--- config.mk ---
export PLATFORM = sky130hd
export DESIGN_NAME = fdl_front_flat
export DESIGN_NICKNAME = d
export VERILOG_FILES = /design/src/sv/fdl_pkg.sv /design/src/sv/fdl_ifs.sv /design/src/sv/fdl_front.sv /design/src/flat_wrapper.sv
export SDC_FILE = /design/constraint.sdc
export NUM_CORES = 1
export LEC_CHECK = 0
export BUFFER_PORTS_ARGS = -buffer_cell sky130_fd_sc_hd__buf_2
export CAP_MARGIN = 0
export CORE_MARGIN = 1.5
export CORE_UTILIZATION = 52
export CTS_BUF_LIST = sky130_fd_sc_hd__clkbuf_2
export DETAILED_ROUTE_END_ITERATION = 8
export GPL_ROUTABILITY_DRIVEN = 0
export HOLD_SLACK_MARGIN = 0.06
export PLACE_DENSITY_LB_ADDON = 0.25
export SYNTH_ARGS = -nofsm -noshare
export SYNTH_HDL_FRONTEND = slang
export SYNTH_SLANG_ARGS = --single-unit
--- constraint.sdc ---
create_clock -name clk -period 2.7 [get_ports clk]
set_input_delay 0.405 -clock clk [delete_from_list [all_inputs] [get_ports clk]]
set_output_delay 0.405 -clock clk [all_outputs]
set_load 0.05 [all_outputs]
--- src/sv/fdl_pkg.sv ---
// fdl_pkg: shared widths, types and codes for the fractional delay line
// no dependencies
`default_nettype none

package fdl_pkg;

    localparam int DEPTH       = 4096;
    localparam int STORE_DEPTH = DEPTH + 1;
    localparam int POS_W       = $clog2(DEPTH);
    localparam int LEN_W       = $clog2(DEPTH + 1);
    localparam int ADDR_W      = $clog2(STORE_DEPTH);

    localparam int SR_W        = 18;
    localparam int WL_W        = 13;
    localparam int DT_W        = 20;
    localparam int SMP_W       = 16;
    localparam int FRAC_W      = 8;
    localparam int DLY_SHIFT   = 12;
    localparam int PROD_W      = DT_W + SR_W;
    localparam int DLY_W       = PROD_W - DLY_SHIFT;
    localparam int Q8_W        = LEN_W + FRAC_W;
    localparam int DIFF_W      = SMP_W + 1;
    localparam int MULT_W      = DIFF_W + FRAC_W + 1;

    localparam int CFG_IDX_W   = 1;
    localparam int CFG_DATA_W  = SR_W;

    localparam int QUEUE_DEPTH = 2;
    localparam int Q_PTR_W     = $clog2(QUEUE_DEPTH);
    localparam int Q_CNT_W     = $clog2(QUEUE_DEPTH + 1);

    localparam logic [SR_W-1:0] SAMPLE_RATE_RESET = SR_W'(48000);
    localparam logic [WL_W-1:0] WRAP_LENGTH_RESET = WL_W'(4096);
    localparam int              WRAP_MIN          = 2;

    typedef enum logic [CFG_IDX_W-1:0] {
        CFG_SAMPLE_RATE = 1'b0,
        CFG_WRAP_LENGTH = 1'b1
    } fdl_cfg_idx_e;

    typedef enum logic {
        OP_WRITE = 1'b0,
        OP_READ  = 1'b1
    } fdl_op_e;

    typedef struct packed {
        fdl_op_e           op;
        logic [DT_W-1:0]   arg;
    } fdl_cmd_t;

    typedef enum logic [2:0] {
        ST_CLEAR,
        ST_IDLE,
        ST_WR,
        ST_GUARD,
        ST_MUL,
        ST_SAT,
        ST_ADDR,
        ST_DATA
    } fdl_state_e;

    // wrap length clamped to the usable store range
    function automatic logic [LEN_W-1:0] eff_len(input logic [WL_W-1:0] w);
        logic [LEN_W-1:0] r;
        if (32'(w) < 32'(WRAP_MIN))
            r = LEN_W'(WRAP_MIN);
        else if (32'(w) > 32'(DEPTH))
            r = LEN_W'(DEPTH);
        else
            r = LEN_W'(w);
        return r;
    endfunction

endpackage

`default_nettype wire

--- src/sv/fdl_ifs.sv ---
// fdl_ifs: handshake channels of the fractional delay line (item, result, config)
// depends on fdl_pkg
`default_nettype none

interface fdl_item_if;
    logic                              valid;
    logic                              ready;
    logic                              op;
    logic signed [fdl_pkg::SMP_W-1:0]  sample;
    logic [fdl_pkg::DT_W-1:0]          delay_time;

    modport source(output valid, op, sample, delay_time, input ready);
    modport sink(input valid, op, sample, delay_time, output ready);
endinterface


`default_nettype wire

--- src/sv/fdl_front.sv ---
// fdl_front: accepts item words, tags them as write or read, queues them
// depends on fdl_pkg and fdl_ifs
`default_nettype none

module fdl_front (
    input  wire logic              clk,
    input  wire logic              rst_n,
    fdl_item_if.sink               item,
    input  wire logic              clearing,
    output fdl_pkg::fdl_cmd_t      cmd,
    output logic                   cmd_valid,
    input  wire logic              cmd_pop
);

    fdl_pkg::fdl_cmd_t                 q_reg [fdl_pkg::QUEUE_DEPTH];
    logic [fdl_pkg::Q_PTR_W-1:0]       wr_ptr_reg, wr_ptr_next;
    logic [fdl_pkg::Q_PTR_W-1:0]       rd_ptr_reg, rd_ptr_next;
    logic [fdl_pkg::Q_CNT_W-1:0]       cnt_reg, cnt_next;
    fdl_pkg::fdl_cmd_t                 cmd_in;
    logic                              push;
    logic                              pop;

    assign item.ready = (cnt_reg != fdl_pkg::Q_CNT_W'(fdl_pkg::QUEUE_DEPTH)) && !clearing;
    assign push       = item.valid && item.ready;
    assign pop        = cmd_pop && cmd_valid;
    assign cmd_valid  = (cnt_reg != '0);
    assign cmd        = q_reg[rd_ptr_reg];

    // classify: writes carry the sample, reads carry the delay time
    always_comb
    begin
        cmd_in.op = fdl_pkg::fdl_op_e'(item.op);
        if (cmd_in.op == fdl_pkg::OP_READ)
            cmd_in.arg = item.delay_time;
        else
            cmd_in.arg = {{(fdl_pkg::DT_W - fdl_pkg::SMP_W){1'b0}}, item.sample};
    end

    always_comb
    begin
        wr_ptr_next = wr_ptr_reg;
        rd_ptr_next = rd_ptr_reg;
        cnt_next    = cnt_reg;
        if (push)
        begin
            if (wr_ptr_reg == fdl_pkg::Q_PTR_W'(fdl_pkg::QUEUE_DEPTH - 1))
                wr_ptr_next = '0;
            else
                wr_ptr_next = wr_ptr_reg + 1'b1;
        end
        if (pop)
        begin
            if (rd_ptr_reg == fdl_pkg::Q_PTR_W'(fdl_pkg::QUEUE_DEPTH - 1))
                rd_ptr_next = '0;
            else
                rd_ptr_next = rd_ptr_reg + 1'b1;
        end
        if (push && !pop)
            cnt_next = cnt_reg + 1'b1;
        else if (pop && !push)
            cnt_next = cnt_reg - 1'b1;
    end

    always_ff @(posedge clk or negedge rst_n)
    begin
        if (!rst_n)
        begin
            wr_ptr_reg <= '0;
            rd_ptr_reg <= '0;
            cnt_reg    <= '0;
        end
        else
        begin
            wr_ptr_reg <= wr_ptr_next;
            rd_ptr_reg <= rd_ptr_next;
            cnt_reg    <= cnt_next;
        end
    end

    always_ff @(posedge clk)
    begin
        if (push)
        begin
            q_reg[wr_ptr_reg] <= cmd_in;
        end
    end

    assert property (@(posedge clk) disable iff (!rst_n)
        (cnt_reg == '0) |-> !pop)
        else $error("fdl_front: pop from empty queue");

    assert property (@(posedge clk) disable iff (!rst_n)
        clearing |-> !push)
        else $error("fdl_front: word accepted during clearing pass");

    assert property (@(posedge clk) disable iff (!rst_n)
        (push && !pop) |=> (cnt_reg == $past(cnt_reg) + 1'b1))
        else $error("fdl_front: queue count lost a push");

endmodule

`default_nettype wire

--- src/flat_wrapper.sv ---
// flat-port wrapper written by rule: the top's interface ports become plain ports
module fdl_front_flat 
  (clk, rst_n, clearing, cmd, cmd_valid, cmd_pop, item_valid, item_op, item_sample, item_delay_time, item_ready);
  fdl_item_if item_i ();
  input  wire logic clk;
  input  wire logic rst_n;
  input  wire logic clearing;
  output fdl_pkg::fdl_cmd_t cmd;
  output logic cmd_valid;
  input  wire logic cmd_pop;
  input wire logic [$bits(item_i.valid)-1:0] item_valid;
  input wire logic [$bits(item_i.op)-1:0] item_op;
  input wire logic [$bits(item_i.sample)-1:0] item_sample;
  input wire logic [$bits(item_i.delay_time)-1:0] item_delay_time;
  output wire logic [$bits(item_i.ready)-1:0] item_ready;
  assign item_i.valid = item_valid;
  assign item_i.op = item_op;
  assign item_i.sample = item_sample;
  assign item_i.delay_time = item_delay_time;
  assign item_ready = item_i.ready;
  fdl_front u_core (.clk(clk), .rst_n(rst_n), .item(item_i), .clearing(clearing), .cmd(cmd), .cmd_valid(cmd_valid), .cmd_pop(cmd_pop));
endmodule
* Word level (Yosys, flattened, before mapping)
Memories as Yosys holds them, arrays and structs flattened.
Cells that the tools add are included.
** Storage, ports and cells
- Register bits after elaboration :: 4
- Latch bits :: 0
- Memory bits (writable) :: 42
- ROM bits :: 0
- Bits of input ports :: 42
- Output and inout bits :: 23
- Word-level logic and storage cells :: 26
- Memories kept :: 1
** Cells by class
- $add $sub $neg :: 4
- Multipliers :: 0
- Divide/modulo/power cells :: 0
- $lt $le $gt $ge :: 0
- Eq/ne operators :: 1
- Shift-type cells :: 0
- Muxes and demuxes :: 7
- Bitwise operators :: 0
- Reduce and logical (&&, ||, !) cells :: 10
** Memory list
- u_core.q_reg :: words 2, width 21, rd ports 1, clocked after memory_dff 0, wr ports 1, RTL line fdl_front.sv:15 : fdl_pkg::fdl_cmd_t q_reg [fdl_pkg::QUEUE_DEPTH];
** Operators with widths (count)
- $mux W20 :: 1
- $logic_and A1 B1 Y1 :: 5
- $mux W1 :: 4
- $mux W2 :: 2
- $reduce_bool A2 Y1 :: 2
- $logic_not A1 Y1 :: 3
- $add A1 B1 Y1 const B :: 2
- $add A2 B1 Y2 const B :: 1
- $ne A2 B2 Y1 const B :: 1
- $sub A2 B1 Y2 const B :: 1

* Longest topological paths before layout
- Depth after elaboration :: 7
- Mapped depth :: 6
- Depth with buffers taken out :: 6

* Least setup slack after synthesis
No wires, ideal clock.
- Path kind :: register to register
- Start :: register u_core.cnt_reg[1] in the netlist's numbering
- End :: memory u_core.q_reg[0][0] in the netlist's numbering (enable)
- Library setup time :: 0.401 ns
- Arrival :: 1.776 ns
- Data required time :: 2.299 ns
- Path slack :: 0.523 ns
- Stages on the path, launching flop included :: 4
- Buffers on the path :: 0
- Clock period less this slack :: 2.177 ns
- Cells stage by stage :: dfrtp_1 > nor2b_2 > nor3b_4 > nor2b_1
** Between the ends
- Word-level cells in the longest chain between the ends :: 5
** Ends and longest elaborated chain
- from (decl) :: RTL line fdl_front.sv:18 : logic [fdl_pkg::Q_CNT_W-1:0] cnt_reg, cnt_next;
- from (signal assigned) :: RTL line fdl_front.sv:76 : cnt_reg <= cnt_next;
- $ne A2 B2 Y1 :: RTL line fdl_front.sv:23 : assign item.ready = (cnt_reg != fdl_pkg::Q_CNT_W'(fdl_pkg::QUEUE_DEPTH)) && !clearing;
- $logic_and A1 B1 Y1 :: RTL line fdl_front.sv:23
- $logic_and A1 B1 Y1 :: RTL line fdl_front.sv:24 : assign push = item.valid && item.ready;
- net u_core.push :: RTL line fdl_front.sv:20 : logic push;
- $mux W1 :: RTL line fdl_front.sv:82 : if (push)
- $mux W1 (implied by the code) :: RTL line fdl_front.sv:84 : q_reg[wr_ptr_reg] <= cmd_in;
- to (decl) :: RTL line fdl_front.sv:15
The timed path passes the listed nets, and every way through them passes these cells.

==> report_table.html <==
<table>
<tr><th>Metric</th><th>Value</th></tr>
<tr><th colspan="2">Timing</th></tr>
<tr><td>Final worst slack</td><td>0.597 ns</td></tr>
<tr><td>Largest clock skew in the final design</td><td>~0.015 ns</td></tr>
<tr><td>RSZ-0062 raised after global routing</td><td>no</td></tr>
<tr><td>Maximum clock frequency</td><td>between 400 and 500 MHz</td></tr>
<tr><td>Setup-violating endpoint count in the final report</td><td>0</td></tr>
<tr><td>Max_slew headroom</td><td>0.710</td></tr>
<tr><td>Final Max Slew Viols</td><td>0</td></tr>
<tr><td>Transition time at the pin with the least slew margin</td><td>0.435 ns</td></tr>
<tr><td>Clock period minus worst slack</td><td>between 2 and 2.5 ns</td></tr>
<tr><td>Total count of hold-check failures in the final report</td><td>0</td></tr>
<tr><td>Final-layout setup total negative slack</td><td>0 ns</td></tr>
<tr><td>Final clock period utilization by the worst path</td><td>0.779</td></tr>
<tr><th colspan="2">Synthesis</th></tr>
<tr><td>Post-synthesis cell count</td><td>between 100 and 150</td></tr>
<tr><td>Count of cell types in the netlist</td><td>15</td></tr>
<tr><td>Net count of the mapped netlist</td><td>about 150</td></tr>
<tr><td>Proportion of synthesized chip area in sequential cells</td><td>0.701</td></tr>
<tr><td>Avg Cell Area, Syn</td><td>18.5 um^2</td></tr>
<tr><td>Main area contributors after synthesis</td><td>sky130_fd_sc_hd__edfxtp_1 (65%), sky130_fd_sc_hd__mux2_2 (21%), sky130_fd_sc_hd__dfrtp_1 (5.2%)</td></tr>
<tr><td>Area share of the largest cell type after synthesis</td><td>0.649</td></tr>
<tr><td>Synth warnings</td><td>0</td></tr>
<tr><td>Post-synthesis instance area</td><td>around 2000 um^2</td></tr>
<tr><td>Synth Register Bits</td><td>46</td></tr>
<tr><td>Leading area contributor after synthesis</td><td>sky130_fd_sc_hd__edfxtp_1</td></tr>
<tr><th colspan="2">Power and ir drop</th></tr>
<tr><td>Total design power</td><td>2220 uW</td></tr>
<tr><td>Lkg Pwr</td><td>between 0.0009 and 0.001 uW</td></tr>
<tr><td>Power per Cell Area</td><td>between 900 and 1000 nW/um^2</td></tr>
<tr><td>Peak supply drop</td><td>~0.65 mV</td></tr>
<tr><th colspan="2">Status</th></tr>
<tr><td>Status</td><td>complete, no violations</td></tr>
<tr><th colspan="2">Cells and area</th></tr>
<tr><td>Signed area change from the synthesized netlist to the final layout</td><td>21.9%</td></tr>
<tr><td>Most common cell after layout, fill and taps aside</td><td>sky130_fd_sc_hd__buf_2</td></tr>
<tr><td>Final Util</td><td>0.652</td></tr>
<tr><td>N_diodes</td><td>0</td></tr>
<tr><td>Commonest non-fill, non-tap cells in the layout</td><td>sky130_fd_sc_hd__buf_2 (64), sky130_fd_sc_hd__edfxtp_1 (42), sky130_fd_sc_hd__mux2_2 (37), sky130_fd_sc_hd__clkbuf_2 (7), sky130_fd_sc_hd__and2_1 (5)</td></tr>
<tr><td>Layout cell share with drive strength beyond 1</td><td>0.648</td></tr>
<tr><td>Number of flip-flops under the largest register name</td><td>42</td></tr>
<tr><td>Post-layout nets</td><td>219</td></tr>
<tr><th colspan="2">Global routing</th></tr>
<tr><td>Pin count of the biggest net entering global routing</td><td>23</td></tr>
<tr><td>Global-route wire length before repair</td><td>roughly 5.5 mm</td></tr>
<tr><td>Overflow left after global routing</td><td>0</td></tr>
<tr><td>Combined global-route utilization of all metal layers</td><td>0.178</td></tr>
<tr><td>Initial antenna violation count</td><td>0</td></tr>
<tr><td>Vias in the first global route</td><td>1188</td></tr>
<tr><th colspan="2">Routing</th></tr>
<tr><td>Top sig layer</td><td>met4</td></tr>
<tr><td>Wirelength per Cell</td><td>~14 um</td></tr>
<tr><td>Number of DRC violations after detailed routing</td><td>0</td></tr>
<tr><td>Routed vias</td><td>about 1100</td></tr>
<tr><td>Number of nets still failing antenna checks after routing</td><td>0</td></tr>
<tr><td>WL met3</td><td>220 um</td></tr>
<tr><td>Routed length on met2</td><td>1.63 mm</td></tr>
<tr><td>Via-to-Cell Ratio</td><td>~5.0</td></tr>
<tr><td>TritonRoute pass-1 iters</td><td>4</td></tr>
<tr><td>Total routed wirelength</td><td>around 3.2 mm</td></tr>
<tr><td>First DRT Iteration DRCs</td><td>~40</td></tr>
<tr><td>Routed length on met1</td><td>between 1 and 1.5 mm</td></tr>
<tr><th colspan="2">Setup path</th></tr>
<tr><td>Register-to-register path setup slack</td><td>approximately 0.94 ns</td></tr>
<tr><td>Worst-case reg-to-reg path depth</td><td>4</td></tr>
<tr><td>Arrival time worst endpoint</td><td>~1.7 ns</td></tr>
<tr><td>Max Fanout on Critical Path</td><td>21</td></tr>
<tr><td>Required time of the critical path</td><td>2.30 ns</td></tr>
<tr><td>Startpoint type of the worst setup path</td><td>flip-flop</td></tr>
<tr><td>Sort of element at the end of the critical path</td><td>output port</td></tr>
<tr><td>Startpoint of the worst register-to-register path</td><td>u_core.cnt_reg[1]</td></tr>
<tr><td>Worst R2R End</td><td>u_core.q_reg[1][0]</td></tr>
<tr><td>Worst Path Class, Setup</td><td>reg2out</td></tr>
<tr><th colspan="2">Placement</th></tr>
<tr><td>Pre-CTS WS</td><td>about 0.97 ns</td></tr>
<tr><td>Final HPWL from detailed placement</td><td>roughly 2.3 mm</td></tr>
<tr><td>Number of port buffers</td><td>64</td></tr>
<tr><th colspan="2">Clock tree</th></tr>
<tr><td>Total clock sinks</td><td>46</td></tr>
<tr><td>Worst skew pair latency</td><td>roughly 0.38 ns</td></tr>
<tr><td>Library cell used as clock root buffer</td><td>sky130_fd_sc_hd__clkbuf_2</td></tr>
<tr><td>Clock-pin slew on the worst setup and hold paths</td><td>0.20 ns</td></tr>
<tr><td>TritonCTS clock tree</td><td>yes</td></tr>
<tr><td>Largest buffer count on any clock path</td><td>2</td></tr>
<tr><td>Num CTS Buffers</td><td>5</td></tr>
<tr><td>Htree depth</td><td>2</td></tr>
<tr><th colspan="2">Flow run</th></tr>
<tr><td># Max-Cap Violations</td><td>0</td></tr>
<tr><th colspan="2">Min path</th></tr>
<tr><td>Launch instance of the worst min-delay path</td><td>cmd_pop</td></tr>
<tr><td>HP Class</td><td>in2reg</td></tr>
<tr><td>Hold Crit Depth</td><td>3</td></tr>
<tr><td>Hold Path End</td><td>u_core.rd_ptr_reg</td></tr>
<tr><th colspan="2">Floorplan</th></tr>
<tr><td>Num rows</td><td>22</td></tr>
<tr><td>Starting density of the core</td><td>0.534</td></tr>
<tr><td>Overall die height</td><td>64.1 um</td></tr>
<tr><td>Area of the core</td><td>3630 um^2</td></tr>
<tr><td>Floorplan die width</td><td>between 60 and 70 um</td></tr>
<tr><td>Total Die Area</td><td>4110 um^2</td></tr>
<tr><td>I/O pin cnt</td><td>65</td></tr>
</table>
-- Yosys cell counts (all sizes together) --
cell type and n:
nor3b 1, nor2b 2, and2 5, mux2 37, buf 4, xor2 3, or2 1, xnor2 2
nor2 2, edfxtp 42, ha 1, nand2 1, dfrtp 4
-- worst max-delay path, cell delays in order (launching register included) --
cell	delay, ns
sky130_fd_sc_hd__dfrtp_1	0.41
sky130_fd_sc_hd__buf_4	0.29
sky130_fd_sc_hd__mux2_2	0.39
sky130_fd_sc_hd__buf_2	0.22
-- worst max-delay path by stage --
stage                     depth (start not counted)                  to         startpoint
after global placement                            4  u_core.q_reg[1][1]  u_core.cnt_reg[1]
after floorplan                                   3  u_core.q_reg[0][0]  u_core.cnt_reg[1]
after CTS                                         3              cmd[0]  u_core.rd_ptr_reg
final                                             3              cmd[0]  u_core.rd_ptr_reg
after detailed placement                          4  u_core.q_reg[1][8]  u_core.cnt_reg[1]
after global routing                              3              cmd[0]  u_core.rd_ptr_reg
-- stage by stage --
step,hold WS (ns),instances,area (um^2)
floorplan,0.109,105,1940
global placement,0.213,216,2320
detailed placement,0.218,216,2320
CTS,0.264,224,2370
global route,0.257,224,2370
finish,0.282,224,2370
-- area by class of cell --
cell class	instances	area (um^2)
clock buffers	7	35.0
well taps	48	60.1
multi-input cells	55	558
flip-flops and latches	46	1360
repair buffers	68	353
fillers	294	1270
-- routing by layer --
| layer | track usage | vias up |
|---|---|---|
| met5 | 0 | - |
| met4 | 0.0479 | 0 |
| met3 | 0.0563 | 2 |
| met2 | 0.307 | 47 |
| met1 | 0.214 | 525 |
| li1 | - | 535 |
-- cells by family (layout without fill, tap and decap cells) --
group / after synthesis / in the layout / synth area share
buffers and inverters: 4 / 75 / 0.0129
AND/OR/NAND/NOR: 12 / 12 / 0.0425
multiplexers: 37 / 37 / 0.215
XOR/XNOR: 5 / 5 / 0.0226
adder cells (fa/ha/maj): 1 / 1 / 0.00644
flip-flops: 46 / 46 / 0.701
-- what timing repair did --
action / in CTS / in global routing
buffers inserted: 0 / 0
gates resized for setup: 0 / 0
endpoints found under the hold margin: 4 / 0
hold buffers: 1 / 0
-- report_power, final --
part           switching [uW]  internal, uW  leakage, uW
clock                     190          67.6    0.0000291
combinational             693           321     0.000478
sequential               46.9           903     0.000432
Note: power is estimated with default switching activity, not from simulation.
